[src/hw/rtl/pet_pkg.sv]
`timescale 1ns / 1ps

package pet_pkg;

  // Event commands on the input word
  localparam logic [2:0] CMD_KEY_PRESS   = 3'd0;
  localparam logic [2:0] CMD_KEY_REPEAT  = 3'd1;
  localparam logic [2:0] CMD_REL_MOVE    = 3'd2;
  localparam logic [2:0] CMD_ABS_MOVE    = 3'd3;
  localparam logic [2:0] CMD_BTN_PRESS   = 3'd4;
  localparam logic [2:0] CMD_BTN_RELEASE = 3'd5;
  localparam logic [2:0] CMD_VALUATOR    = 3'd6;
  localparam logic [2:0] CMD_OTHER       = 3'd7;

  // Result kinds, devices and actuations on the output word
  localparam logic [1:0] KIND_KEY    = 2'd0;
  localparam logic [1:0] KIND_BUTTON = 2'd1;
  localparam logic [1:0] KIND_LOC    = 2'd2;

  localparam logic DEV_KEYBOARD = 1'b0;
  localparam logic DEV_POINTER  = 1'b1;

  localparam logic [1:0] ACT_PRESS   = 2'd0;
  localparam logic [1:0] ACT_HOLD    = 2'd1;
  localparam logic [1:0] ACT_RELEASE = 2'd2;

  // Register map, index = paddr[3:2]
  localparam logic [1:0] REG_SCREEN_WIDTH  = 2'd0;
  localparam logic [1:0] REG_SCREEN_HEIGHT = 2'd1;
  localparam logic [1:0] REG_X_UNITS       = 2'd2;
  localparam logic [1:0] REG_Y_UNITS       = 2'd3;

  localparam logic [14:0] RST_SCREEN_WIDTH  = 15'd640;
  localparam logic [14:0] RST_SCREEN_HEIGHT = 15'd480;
  localparam logic [15:0] RST_X_UNITS       = 16'd160;
  localparam logic [15:0] RST_Y_UNITS       = 16'd160;

  // Valuator scaling: x = |v|*800/20320 = |v|*5/127, y = |v|*600/15040 = |v|*15/376.
  // Reciprocal multiply, exact floor over the full 16-bit magnitude range.
  localparam int unsigned VX_SHIFT = 25;
  localparam logic [20:0] VX_MUL   = 21'd1321045;   // 5 * ceil(2^25 / 127)
  localparam int unsigned VY_SHIFT = 28;
  localparam logic [23:0] VY_MUL   = 24'd10708875;  // 15 * ceil(2^28 / 376)
  localparam int unsigned MAG_W    = 11;            // scaled magnitude stays below 2048

  typedef enum logic [2:0] {
    OP_KEY,
    OP_BUTTON,
    OP_REL,
    OP_ABS,
    OP_VAL
  } op_kind_e;

  typedef struct packed {
    logic [2:0]         cmd;
    logic [31:0]        code;
    logic signed [15:0] move_x;
    logic signed [15:0] move_y;
    logic [5:0]         val_first;
    logic [5:0]         val_count;
    logic signed [15:0] val_a;
    logic signed [15:0] val_b;
  } in_item_t;

  typedef struct packed {
    logic [1:0]         result_kind;
    logic               device;
    logic [1:0]         actuation;
    logic [31:0]        toggle_number;
    logic signed [31:0] loc_x;
    logic signed [31:0] loc_y;
    logic               last;
  } out_item_t;

  // Classified event passed from the front to the back
  typedef struct packed {
    op_kind_e           kind;
    logic [1:0]         actuation;
    logic [31:0]        code;
    logic signed [15:0] move_x;
    logic signed [15:0] move_y;
    logic               set_x;
    logic               set_y;
    logic               neg_x;
    logic               neg_y;
    logic [MAG_W-1:0]   mag_x;
    logic [MAG_W-1:0]   mag_y;
  } op_t;

  typedef struct packed {
    logic [14:0] screen_width;
    logic [14:0] screen_height;
    logic [15:0] x_units_q4;
    logic [15:0] y_units_q4;
  } cfg_t;

endpackage

[src/hw/rtl/pet_if.sv]
`timescale 1ns / 1ps

interface pet_in_if;
  import pet_pkg::*;
  logic     valid;
  logic     ready;
  in_item_t payload;
  modport source (output valid, output payload, input ready);
  modport sink (input valid, input payload, output ready);
endinterface

interface pet_out_if;
  import pet_pkg::*;
  logic      valid;
  logic      ready;
  out_item_t payload;
  modport source (output valid, output payload, input ready);
  modport sink (input valid, input payload, output ready);
endinterface

[src/hw/rtl/pet_front.sv]
`timescale 1ns / 1ps

module pet_front (
  input  logic          clk_i,
  input  logic          rst_ni,
  pet_in_if.sink        in_if,
  output logic          push_o,
  output pet_pkg::op_t  op_o,
  input  logic          full_i
);
  import pet_pkg::*;

  in_item_t item_q;
  logic     valid_q;
  logic     is_other;
  logic     consume;

  logic                first_is0;
  logic                first_is1;
  logic                cnt_ge1;
  logic                cnt_ge2;
  logic signed [15:0]  src_x;
  logic signed [15:0]  src_y;
  logic [15:0]         mag_x;
  logic [15:0]         mag_y;
  logic [36:0]         prod_x;
  logic [39:0]         prod_y;

  // Drop "other" events here, push everything else once the queue has room
  assign is_other    = (item_q.cmd == CMD_OTHER);
  assign consume     = valid_q && (is_other || !full_i);
  assign push_o      = valid_q && !is_other && !full_i;
  assign in_if.ready = !valid_q || consume;

  always_ff @(posedge clk_i or negedge rst_ni) begin
    if (!rst_ni) begin
      valid_q <= 1'b0;
    end else if (in_if.ready) begin
      valid_q <= in_if.valid;
    end
  end

  always_ff @(posedge clk_i) begin
    if (in_if.valid && in_if.ready) begin
      item_q <= in_if.payload;
    end
  end

  // Route carried valuators to the axes they drive
  assign first_is0 = (item_q.val_first == 6'd0);
  assign first_is1 = (item_q.val_first == 6'd1);
  assign cnt_ge1   = (item_q.val_count != 6'd0);
  assign cnt_ge2   = (item_q.val_count > 6'd1);
  assign src_x     = item_q.val_a;
  assign src_y     = first_is0 ? item_q.val_b : item_q.val_a;

  // Scale magnitudes; sign is restored in the back
  assign mag_x  = src_x[15] ? 16'(-src_x) : 16'(src_x);
  assign mag_y  = src_y[15] ? 16'(-src_y) : 16'(src_y);
  assign prod_x = 37'(mag_x) * 37'(VX_MUL);
  assign prod_y = 40'(mag_y) * 40'(VY_MUL);

  // Classify the held event
  always_comb begin
    op_o           = '0;
    op_o.code      = item_q.code;
    op_o.move_x    = item_q.move_x;
    op_o.move_y    = item_q.move_y;
    op_o.neg_x     = src_x[15];
    op_o.neg_y     = src_y[15];
    op_o.mag_x     = prod_x[VX_SHIFT +: MAG_W];
    op_o.mag_y     = prod_y[VY_SHIFT +: MAG_W];
    op_o.kind      = OP_KEY;
    op_o.actuation = ACT_PRESS;
    case (item_q.cmd)
      CMD_KEY_PRESS: begin
        op_o.kind      = OP_KEY;
        op_o.actuation = ACT_PRESS;
      end
      CMD_KEY_REPEAT: begin
        op_o.kind      = OP_KEY;
        op_o.actuation = ACT_HOLD;
      end
      CMD_REL_MOVE: op_o.kind = OP_REL;
      CMD_ABS_MOVE: op_o.kind = OP_ABS;
      CMD_BTN_PRESS: begin
        op_o.kind      = OP_BUTTON;
        op_o.actuation = ACT_PRESS;
      end
      CMD_BTN_RELEASE: begin
        op_o.kind      = OP_BUTTON;
        op_o.actuation = ACT_RELEASE;
      end
      CMD_VALUATOR: begin
        op_o.kind  = OP_VAL;
        op_o.set_x = first_is0 && cnt_ge1;
        op_o.set_y = (first_is1 && cnt_ge1) || (first_is0 && cnt_ge2);
      end
      default: op_o.kind = OP_KEY;
    endcase
  end

endmodule

[src/hw/rtl/pet_queue.sv]
`timescale 1ns / 1ps

module pet_queue #(
  parameter int unsigned Depth = 2
) (
  input  logic          clk_i,
  input  logic          rst_ni,
  input  logic          push_i,
  input  pet_pkg::op_t  op_i,
  input  logic          pop_i,
  output pet_pkg::op_t  op_o,
  output logic          valid_o,
  output logic          full_o
);
  import pet_pkg::*;

  localparam int unsigned PtrW = (Depth > 1) ? $clog2(Depth) : 1;
  localparam int unsigned CntW = $clog2(Depth + 1);
  localparam logic [PtrW-1:0] LastPtr = PtrW'(Depth - 1);
  localparam logic [CntW-1:0] FullCnt = CntW'(Depth);

  op_t             mem_q [Depth];
  logic [PtrW-1:0] wr_ptr_q;
  logic [PtrW-1:0] rd_ptr_q;
  logic [CntW-1:0] count_q;
  logic            do_push;
  logic            do_pop;

  assign valid_o = (count_q != '0);
  assign full_o  = (count_q == FullCnt);
  assign do_push = push_i && !full_o;
  assign do_pop  = pop_i && valid_o;
  assign op_o    = mem_q[rd_ptr_q];

  // Advance pointers and fill count
  always_ff @(posedge clk_i or negedge rst_ni) begin
    if (!rst_ni) begin
      wr_ptr_q <= '0;
      rd_ptr_q <= '0;
      count_q  <= '0;
    end else begin
      if (do_push) begin
        wr_ptr_q <= (wr_ptr_q == LastPtr) ? '0 : wr_ptr_q + 1'b1;
      end
      if (do_pop) begin
        rd_ptr_q <= (rd_ptr_q == LastPtr) ? '0 : rd_ptr_q + 1'b1;
      end
      if (do_push && !do_pop) begin
        count_q <= count_q + 1'b1;
      end else if (do_pop && !do_push) begin
        count_q <= count_q - 1'b1;
      end
    end
  end

  always_ff @(posedge clk_i) begin
    if (do_push) begin
      mem_q[wr_ptr_q] <= op_i;
    end
  end

endmodule

[src/hw/rtl/pet_back.sv]
`timescale 1ns / 1ps

module pet_back (
  input  logic          clk_i,
  input  logic          rst_ni,
  input  pet_pkg::op_t  op_i,
  input  logic          op_valid_i,
  output logic          op_pop_o,
  input  pet_pkg::cfg_t cfg_i,
  pet_out_if.source     out_if
);
  import pet_pkg::*;

  localparam logic [1:0] S_IDLE = 2'd0;
  localparam logic [1:0] S_TOG  = 2'd1;
  localparam logic [1:0] S_MUL  = 2'd2;
  localparam logic [1:0] S_LOC  = 2'd3;

  logic [1:0]  state_q;
  logic [1:0]  state_d;
  op_kind_e    kind_q;
  logic [1:0]  act_q;
  logic [31:0] code_q;

  logic signed [15:0] pointer_x_q;
  logic signed [15:0] pointer_y_q;
  logic signed [15:0] pointer_x_d;
  logic signed [15:0] pointer_y_d;
  logic signed [31:0] loc_x_q;
  logic signed [31:0] loc_y_q;

  out_item_t out_q;
  out_item_t out_d;
  logic      out_valid_q;
  logic      slot_free;
  logic      load_tog;
  logic      load_loc;

  logic signed [16:0] sum_x;
  logic signed [16:0] sum_y;
  logic               ok_x;
  logic               ok_y;
  logic [15:0]        val_x;
  logic [15:0]        val_y;
  logic signed [16:0] px_s;
  logic signed [16:0] py_s;
  logic signed [16:0] ux_s;
  logic signed [16:0] uy_s;
  logic signed [32:0] prod_x;
  logic signed [32:0] prod_y;

  assign slot_free = !out_valid_q || out_if.ready;
  assign op_pop_o  = (state_q == S_IDLE) && op_valid_i;
  assign load_tog  = (state_q == S_TOG) && slot_free;
  assign load_loc  = (state_q == S_LOC) && slot_free;

  // Relative move bounds and signed valuator positions
  assign sum_x = {pointer_x_q[15], pointer_x_q} + {op_i.move_x[15], op_i.move_x};
  assign sum_y = {pointer_y_q[15], pointer_y_q} + {op_i.move_y[15], op_i.move_y};
  assign ok_x  = !sum_x[16] && (sum_x[15:0] < {1'b0, cfg_i.screen_width});
  assign ok_y  = !sum_y[16] && (sum_y[15:0] < {1'b0, cfg_i.screen_height});
  assign val_x = op_i.neg_x ? 16'(-{5'b0, op_i.mag_x}) : {5'b0, op_i.mag_x};
  assign val_y = op_i.neg_y ? 16'(-{5'b0, op_i.mag_y}) : {5'b0, op_i.mag_y};

  // Update the pointer as an event leaves the queue
  always_comb begin
    pointer_x_d = pointer_x_q;
    pointer_y_d = pointer_y_q;
    if (op_pop_o) begin
      case (op_i.kind)
        OP_REL: begin
          if (ok_x) pointer_x_d = sum_x[15:0];
          if (ok_y) pointer_y_d = sum_y[15:0];
        end
        OP_ABS: begin
          pointer_x_d = op_i.move_x;
          pointer_y_d = op_i.move_y;
        end
        OP_VAL: begin
          if (op_i.set_x) pointer_x_d = val_x;
          if (op_i.set_y) pointer_y_d = val_y;
        end
        default: begin
          pointer_x_d = pointer_x_q;
          pointer_y_d = pointer_y_q;
        end
      endcase
    end
  end

  // Location scaling, pointer times Q.4 units
  assign px_s   = {pointer_x_q[15], pointer_x_q};
  assign py_s   = {pointer_y_q[15], pointer_y_q};
  assign ux_s   = {1'b0, cfg_i.x_units_q4};
  assign uy_s   = {1'b0, cfg_i.y_units_q4};
  assign prod_x = px_s * ux_s;
  assign prod_y = py_s * uy_s;

  // Sequence: take event, emit toggle (keys and buttons), multiply, emit location (all but keys)
  always_comb begin
    state_d = state_q;
    case (state_q)
      S_IDLE: begin
        if (op_pop_o) begin
          state_d = (op_i.kind == OP_KEY || op_i.kind == OP_BUTTON) ? S_TOG : S_MUL;
        end
      end
      S_TOG: begin
        if (slot_free) begin
          state_d = (kind_q == OP_KEY) ? S_IDLE : S_MUL;
        end
      end
      S_MUL: state_d = S_LOC;
      S_LOC: begin
        if (slot_free) state_d = S_IDLE;
      end
      default: state_d = S_IDLE;
    endcase
  end

  // Build the outgoing word
  always_comb begin
    out_d = '0;
    if (load_tog) begin
      out_d.result_kind   = (kind_q == OP_KEY) ? KIND_KEY : KIND_BUTTON;
      out_d.device        = (kind_q == OP_KEY) ? DEV_KEYBOARD : DEV_POINTER;
      out_d.actuation     = act_q;
      out_d.toggle_number = code_q;
      out_d.last          = (kind_q == OP_KEY);
    end else begin
      out_d.result_kind = KIND_LOC;
      out_d.device      = DEV_POINTER;
      out_d.actuation   = ACT_PRESS;
      out_d.loc_x       = loc_x_q;
      out_d.loc_y       = loc_y_q;
      out_d.last        = 1'b1;
    end
  end

  always_ff @(posedge clk_i or negedge rst_ni) begin
    if (!rst_ni) begin
      state_q     <= S_IDLE;
      pointer_x_q <= '0;
      pointer_y_q <= '0;
      out_valid_q <= 1'b0;
    end else begin
      state_q     <= state_d;
      pointer_x_q <= pointer_x_d;
      pointer_y_q <= pointer_y_d;
      if (load_tog || load_loc) begin
        out_valid_q <= 1'b1;
      end else if (out_if.ready) begin
        out_valid_q <= 1'b0;
      end
    end
  end

  // Hold event, product and output payloads
  always_ff @(posedge clk_i) begin
    if (op_pop_o) begin
      kind_q <= op_i.kind;
      act_q  <= op_i.actuation;
      code_q <= op_i.code;
    end
    if (state_q == S_MUL) begin
      loc_x_q <= prod_x[31:0];
      loc_y_q <= prod_y[31:0];
    end
    if (load_tog || load_loc) begin
      out_q <= out_d;
    end
  end

  assign out_if.valid   = out_valid_q;
  assign out_if.payload = out_q;

`ifndef SYNTH
  a_mul_then_loc: assert property (@(posedge clk_i) disable iff (!rst_ni)
    (state_q == S_MUL) |=> (state_q == S_LOC))
    else $error("multiply step not followed by location step");

  a_loc_word_last: assert property (@(posedge clk_i) disable iff (!rst_ni)
    load_loc |=> (out_valid_q && out_q.last && out_q.result_kind == KIND_LOC))
    else $error("location word not presented as final word");

  a_pop_starts_work: assert property (@(posedge clk_i) disable iff (!rst_ni)
    op_pop_o |=> (state_q == S_TOG || state_q == S_MUL))
    else $error("taken event did not start a sequence");
`endif

endmodule

[src/hw/rtl/pointer_event_translator_core.sv]
`timescale 1ns / 1ps

// Pointer event translator. Raw key, move, button and valuator events come in
// on in_if; key/button toggles and scaled pointer locations go out on out_if,
// a button event giving a toggle word and then a location word. The front
// registers and classifies an event and scales valuators; a short queue
// decouples it from the back sequencer, which updates the pointer as it takes
// an event and emits words: a key event passes the take and toggle steps, a
// move or valuator event the take, multiply and location steps, and a button
// event all four, each word step waiting while the output is stalled. Other
// events are dropped in the front and give no word. Configuration registers
// sit on an APB port at byte addresses 0, 4, 8 and 12.
module pointer_event_translator_core #(
  parameter int unsigned QueueDepth = 2
) (
  input  logic        clk_i,
  input  logic        rst_ni,
  pet_in_if.sink      in_if,
  pet_out_if.source   out_if,
  input  logic        psel,
  input  logic        penable,
  input  logic        pwrite,
  input  logic [3:0]  paddr,
  input  logic [31:0] pwdata,
  output logic [31:0] prdata,
  output logic        pready
);
  import pet_pkg::*;

  logic [14:0] screen_width_q;
  logic [14:0] screen_height_q;
  logic [15:0] x_units_q;
  logic [15:0] y_units_q;
  logic        cfg_write;
  logic [1:0]  reg_index;
  cfg_t        cfg;

  logic push;
  logic full;
  logic pop;
  logic op_valid;
  op_t  front_op;
  op_t  queue_op;

  assign pready    = 1'b1;
  assign cfg_write = psel && penable && pwrite && pready;
  assign reg_index = paddr[3:2];

  // Configuration registers
  always_ff @(posedge clk_i or negedge rst_ni) begin
    if (!rst_ni) begin
      screen_width_q  <= RST_SCREEN_WIDTH;
      screen_height_q <= RST_SCREEN_HEIGHT;
      x_units_q       <= RST_X_UNITS;
      y_units_q       <= RST_Y_UNITS;
    end else if (cfg_write) begin
      case (reg_index)
        REG_SCREEN_WIDTH:  screen_width_q  <= pwdata[14:0];
        REG_SCREEN_HEIGHT: screen_height_q <= pwdata[14:0];
        REG_X_UNITS:       x_units_q       <= pwdata[15:0];
        REG_Y_UNITS:       y_units_q       <= pwdata[15:0];
        default:           x_units_q       <= x_units_q;
      endcase
    end
  end

  // Read back
  always_comb begin
    case (reg_index)
      REG_SCREEN_WIDTH:  prdata = {17'b0, screen_width_q};
      REG_SCREEN_HEIGHT: prdata = {17'b0, screen_height_q};
      REG_X_UNITS:       prdata = {16'b0, x_units_q};
      REG_Y_UNITS:       prdata = {16'b0, y_units_q};
      default:           prdata = '0;
    endcase
  end

  assign cfg.screen_width  = screen_width_q;
  assign cfg.screen_height = screen_height_q;
  assign cfg.x_units_q4    = x_units_q;
  assign cfg.y_units_q4    = y_units_q;

  pet_front u_front (
    .clk_i  (clk_i),
    .rst_ni (rst_ni),
    .in_if  (in_if),
    .push_o (push),
    .op_o   (front_op),
    .full_i (full)
  );

  pet_queue #(
    .Depth (QueueDepth)
  ) u_queue (
    .clk_i   (clk_i),
    .rst_ni  (rst_ni),
    .push_i  (push),
    .op_i    (front_op),
    .pop_i   (pop),
    .op_o    (queue_op),
    .valid_o (op_valid),
    .full_o  (full)
  );

  pet_back u_back (
    .clk_i      (clk_i),
    .rst_ni     (rst_ni),
    .op_i       (queue_op),
    .op_valid_i (op_valid),
    .op_pop_o   (pop),
    .cfg_i      (cfg),
    .out_if     (out_if)
  );

endmodule

[src/flat_wrapper.sv]
// flat-port wrapper written by rule: the top's interface ports become plain ports
module pointer_event_translator_core_flat import pet_pkg::*;
#(
  parameter int unsigned QueueDepth = 2
)
  (clk_i, rst_ni, psel, penable, pwrite, paddr, pwdata, prdata, pready, in_if_valid, in_if_payload, in_if_ready, out_if_valid, out_if_payload, out_if_ready);
  pet_in_if in_if_i ();
  pet_out_if out_if_i ();
  input  logic clk_i;
  input  logic rst_ni;
  input  logic psel;
  input  logic penable;
  input  logic pwrite;
  input  logic [3:0] paddr;
  input  logic [31:0] pwdata;
  output logic [31:0] prdata;
  output logic pready;
  input wire logic [$bits(in_if_i.valid)-1:0] in_if_valid;
  input wire logic [$bits(in_if_i.payload)-1:0] in_if_payload;
  output wire logic [$bits(in_if_i.ready)-1:0] in_if_ready;
  output wire logic [$bits(out_if_i.valid)-1:0] out_if_valid;
  output wire logic [$bits(out_if_i.payload)-1:0] out_if_payload;
  input wire logic [$bits(out_if_i.ready)-1:0] out_if_ready;
  assign in_if_i.valid = in_if_valid;
  assign in_if_i.payload = in_if_payload;
  assign in_if_ready = in_if_i.ready;
  assign out_if_valid = out_if_i.valid;
  assign out_if_payload = out_if_i.payload;
  assign out_if_i.ready = out_if_ready;
  pointer_event_translator_core #(.QueueDepth(QueueDepth)) u_core (.clk_i(clk_i), .rst_ni(rst_ni), .in_if(in_if_i), .out_if(out_if_i), .psel(psel), .penable(penable), .pwrite(pwrite), .paddr(paddr), .pwdata(pwdata), .prdata(prdata), .pready(pready));
endmodule
[config.mk]
export PLATFORM = sky130hd
export DESIGN_NAME = pointer_event_translator_core_flat
export DESIGN_NICKNAME = d
export VERILOG_FILES = /design/src/hw/rtl/pet_pkg.sv /design/src/hw/rtl/pet_if.sv /design/src/hw/rtl/pet_front.sv /design/src/hw/rtl/pet_queue.sv /design/src/hw/rtl/pet_back.sv /design/src/hw/rtl/pointer_event_translator_core.sv /design/src/flat_wrapper.sv
export SDC_FILE = /design/constraint.sdc
export NUM_CORES = 2
export LEC_CHECK = 0
export ABC_AREA = 1
export BUFFER_PORTS_ARGS = -buffer_cell sky130_fd_sc_hd__buf_2
export CAP_MARGIN = 5
export CORE_ASPECT_RATIO = 0.6
export CORE_MARGIN = 3
export CORE_UTILIZATION = 30
export CTS_CLUSTER_SIZE = 28
export DETAILED_ROUTE_END_ITERATION = 10
export HOLD_SLACK_MARGIN = 0.15
export PLACE_DENSITY = 0.42
export SETUP_SLACK_MARGIN = 0.5
export SYNTH_ARGS = -nofsm -noshare
export SYNTH_HDL_FRONTEND = slang
export SYNTH_SLANG_ARGS = --single-unit
[constraint.sdc]
create_clock -name clk_i -period 19.3 [get_ports clk_i]
set_clock_uncertainty 0.05 [all_clocks]
set_input_delay 1.93 -clock clk_i [delete_from_list [all_inputs] [get_ports clk_i]]
set_output_delay 1.93 -clock clk_i [all_outputs]
set_load 0.03 [all_outputs]
# After elaboration in Yosys (flattened, before gate mapping)
# Memory sizes are Yosys's and may differ from the RTL's.
# Index checks and enable logic that the tools add are counted.
# totals
ff_bits	416
latchBits	0
ramBits	190
rom_bits	0
input_bits	154
out_inout_bits	137
elab_cells	157
memories	1
# classes
add_sub_neg	10
multipliers	4
n_div	0
order_cmp	3
eq_ne	26
n_shift	0
mux	31
n_bitwise	0
n_reduce_logical	50
# mem_list
memory	depth	word_bits	read_ports	rd_clocked_by_memory_dff	write_ports	line	source
u_core.u_queue.mem_q	2	95	1	0	1	pet_queue.sv:22	op_t mem_q [Depth];
# ops
op	count
2-to-1 mux 16 bit	9
one-hot mux 32 bit (4 select lines)	1
one-hot mux 16 bit (3 select lines)	2
multiplier 16 x 17 -> 32 bit	2
multiplier 16 x 24 -> 39 bit (second input constant)	1
multiplier 16 x 21 -> 36 bit (second input constant)	1
adder 16 x 16 -> 17 bit	2
< comparator 16 x 15 -> 1 bit	2
negation 11 -> 16 bit	2
negation 16 bit	2
logical AND 1 bit	18
2-to-1 mux 2 bit	8
equality test 3 bit (second input constant)	5
equality test 3 x 2 -> 1 bit (second input constant)	4
one-hot mux 3 bit (4 select lines)	1
equality test 2 bit (second input constant)	5
zero test 1 bit	8
2-to-1 mux 1 bit	8
inequality test 2 bit (second input constant)	4
one-hot mux 2 bit (4 select lines)	1
AND reduction 2 bit	4
AND reduction 4 bit	2
equality test 3 x 1 -> 1 bit (second input constant)	2
equality test 6 x 1 -> 1 bit (second input constant)	1
16 further kinds	29

# Longest topological paths before layout
# depth
depth_word	9
depth_mapped	38
ltp_nobuf	37

# Modules after synthesis
# A second synthesis with hierarchy kept.
# hier_totals
hier_cells	6216
hier_area_um2	56025.0
# by_module_without_submodules
mod	n_inst	cells_per_inst	area_per_inst_um2	seq_area_each_um2
pet_back	1	3612	30007.5	6971.7
pet_front	1	1690	15725.1	3358.2
pet_queue	1	528	7143.1	5805.6
pointer_event_translator_core	1	386	3149.3	1564.0

# Worst setup path before layout
# Ideal clock, no wire load.
# synth_path
path_kind	input to register
start	input port out_if_ready
end	register u_core.u_back.out_q, in the netlist u_core.u_back.out_if.payload[0], enable pin
setup_ps	565
arrival_ps	6277
required_ps	18685
setup_slack_ps	12408
path_stages	2
path_buffers	0
path_cell_list	nor2_1 -> nor2_1
# synth_via
elab_chain_len	3
elab_cells_between_ends	4
cone_classes	4 x reduce/logical
# synth_lines
item	line	source
start: declaration	flat_wrapper.sv:23	input wire logic [$bits(out_if_i.ready)-1:0] out_if_ready;
logical OR 1 bit *	pet_back.sv:52	assign slot_free = !out_valid_q || out_if.ready;
logical AND 1 bit, on equally long branches	pet_back.sv:54, pet_back.sv:55	
logical OR 1 bit *	pet_back.sv:169	if (load_tog || load_loc) begin
end signal: assignment	pet_back.sv:170	out_q <= out_d;
end: declaration	pet_back.sv:32	out_item_t out_q;
# Mark *: on every way between the ends. The rest lies on a longest branch, timed or not.
# A chain may end at the register's enable or synchronous reset.

==> results by group <==
Floorplanning
  • Die Wd: 556.7 µm
  • Area of the core: 0.1796 mm²
  • Core Rows: 120
  • Die H: 336.4 µm
  • I/O pin cnt: 291
  • Die area: 0.1873 mm²
  • Initial Utilization: 0.3040

Route
  • Routed Antenna Nets: 0
  • DR iter-0 viols: 2648
  • 1st-pass router iterations: 6
  • Drt drc: 0
  • Total wire length: 161400 µm
  • Via-per-instance ratio: 4.569
  • Vias post-DR: 39130
  • Avg WL per Cell: 18.84 µm

Clock tree
  • Clk root buf: clkbuf_16
  • Num CTS Buffers: 68
  • PostCTS Resize Cnt: 0
  • CTS H-tree lvls: 3
  • Clk_lat worst skew: 680 ps
  • CTS tree: yes
  • Clock buffer depth: 3
  • Postcts setup bufs: 0
  • Clock Pin Slew Worst Setup and Hold Paths: 60 ps
  • Hold-fix buffers at CTS: 0
  • Clock sinks: 606

Synth
  • Asr flop ratio synth: 0.1683
  • Post-synth top flop: edfxtp_1
  • YS warnings: 0
  • EDFF count, synth: 504
  • #FFs+latches synth: 606
  • Syn Area/Cell: 9.163 µm²
  • Syn Inst Count: 5957
  • Sequential area share after synthesis: 0.3243
  • Mapped Area: 0.05458 mm²
  • Yosys cell types: 63

Timing
  • Setup ws final: 10110 ps
  • Max-slew violations: 0
  • Fin crit share: 0.4761
  • Endpoints failing setup: 0
  • TNS Setup: 0 ps
  • Rel. slew slack: 0.2085
  • Worst Tran Pin Value: 1187 ps
  • Minimum clock period: 9188 ps
  • Fmax: 108.8 MHz
  • RSZ-0062 raised after global routing: no
  • Final Hold Fails: 0

Global routing
  • Overflow after GRT: 0
  • Pin count of the biggest net entering global routing: 74
  • Total GRT Usage: 0.1752
  • First-pass GRT wire length: 249800 µm
  • Vias in the first global route: 39880
  • Initial antenna violation count: 20

Placement
  • I/O Buffers: 255
  • Dpl ws: 10340 ps
  • GP Congestion: 0.9086
  • Post-detail-place hpwl: 128300 µm

Hold path
  • Hold Path Stages: 0
  • Worst hold path class: reg -> reg
  • Hold_sp: u_core.u_front.op_o[53]

Finish
  • Area delta synth->final: 11.08%
  • Commonest non-fill, non-tap cell in the layout: nand2_1
  • Most frequent cells in the layout: nand2_1 (1403), inv_1 (1337), ha_1 (581)
  • Fin nets: 7427
  • Layout cells sized above 1: 0.08174

Critical path
  • Worst Reg-to-Reg Cells: 30
  • Delay of the slowest critical-path stage: 570 ps
  • Worst Setup Path Type: reg -> reg
  • Crit. End Element: flip-flop
  • Worst R2R Start: u_core.u_front.item_q[38]
  • Worst setup SP type: flip-flop
  • Worst endpoint required time: 19670 ps
  • CP arrival: 9560 ps
  • Worst path slowest cell: inv_1
  • CP max FO: 30
  • CP startpoint: u_core.u_front.item_q[38]
  • Crit path top cell by count: inv_1

Job
  • Max-Cap Viols: 0

Outcome
  • Status: complete, no violations
[through the flow]
stage | cells | area (µm²) | util | hold WS (ps)
after global routing | 8557 | 60610 | 0.3375 | 397.1
after global placement | 8432 | 58260 | 0.3244 | 376.0
final | 8565 | 60630 | 0.3376 | 384.3
after CTS | 8557 | 60610 | 0.3375 | 391.4
after detailed placement | 8432 | 58260 | 0.3244 | 380.4
after floorplan | 5972 | 54640 | - | 371.5
[area by class of cell]
type	instances	area, µm²
well taps	2379	2977
clock inverters	39	526.8
fillers	18680	118900
flip-flops and latches	606	17700
multi-input cells	3805	30960
clock buffers	86	1829
repair buffers	289	1534
diodes	8	20.02
inverters	1353	5084
[cell families (layout without fill, tap and decap cells)]
family	count (synthesis)	count (layout)	synth area share
muxes	5	5	0.0009169
AOI/OAI and AO/OA	475	475	0.05080
adders and majority gates	1150	1150	0.3419
other	2	25	0.0001376
DFF	606	606	0.3243
xor gates and xnor gates	125	125	0.02006
and+or+nand+nor	2033	2033	0.1516
buffers and inverters	1561	1767	0.1103
[state kept, by name (all words and copies together), names as in the netlist, 31 cells and up]
signal / count
u_core.u_front.op_o: 64
u_core.u_queue.mem_q: 190
u_core.u_back.code_q: 32
u_core.u_front.item_q: 31
u_core.u_back.loc_x_q: 32
u_core.u_back.out_if.payload: 102
u_core.u_back.loc_y_q: 32
[final timing paths]
check | to | slack [ps]
max | u_core.u_queue.mem_q[0][7] | 10110
min | u_core.u_queue.mem_q[1][53] | 380
max reg2reg | u_core.u_queue.mem_q[0][7] | 10110
min reg2reg | u_core.u_queue.mem_q[1][53] | 380
max in group asynchronous | u_core.x_units_q[15] | 16580
min in group asynchronous | u_core.u_back.pointer_y_q[14] | 1180
[critical path: cells and delay by family (launching register included)]
family | cells | cell delay, ps
AOI/OAI and AO/OA | 4 | 1320
xor gates and xnor gates | 1 | 520
adders and majority gates | 7 | 3320
buffers and inverters | 6 | 1230
DFF | 1 | 450
and+or+nand+nor | 12 | 2030
[synthesized netlist by cell type, drive strengths merged (10+ instances only)]
master   count  area share
nand2     1414       0.098
inv       1349       0.093
ha         581        0.13
fa         569        0.21
edfxtp     504        0.28
nor2       299       0.021
o21ai      186       0.018
a21oi      176       0.017
nand3      175       0.017
clkbuf     156       0.011
dfrtp       92       0.042
xor2        92       0.015
buf         52      0.0065
nor3        44      0.0043
or2         38      0.0044
xnor2       33      0.0053
nand4       32      0.0037
a21o        20      0.0028
a31oi       15      0.0017
o211ai      15      0.0021
nor4        12      0.0014
o2111ai     12      0.0019
dfstp       10      0.0048
o21bai      10      0.0014
[routing by layer]
metal / share of wire / track usage
met1: 0.55 / 0.2910
met2: 0.37 / 0.2288
met3: 0.065 / 0.03530
met4: 0.014 / 0.02839
met5: 0.00070 / 0
Power is not shown: default switching activity piles up to over one toggle a cycle in this logic, so the estimate is an artifact.
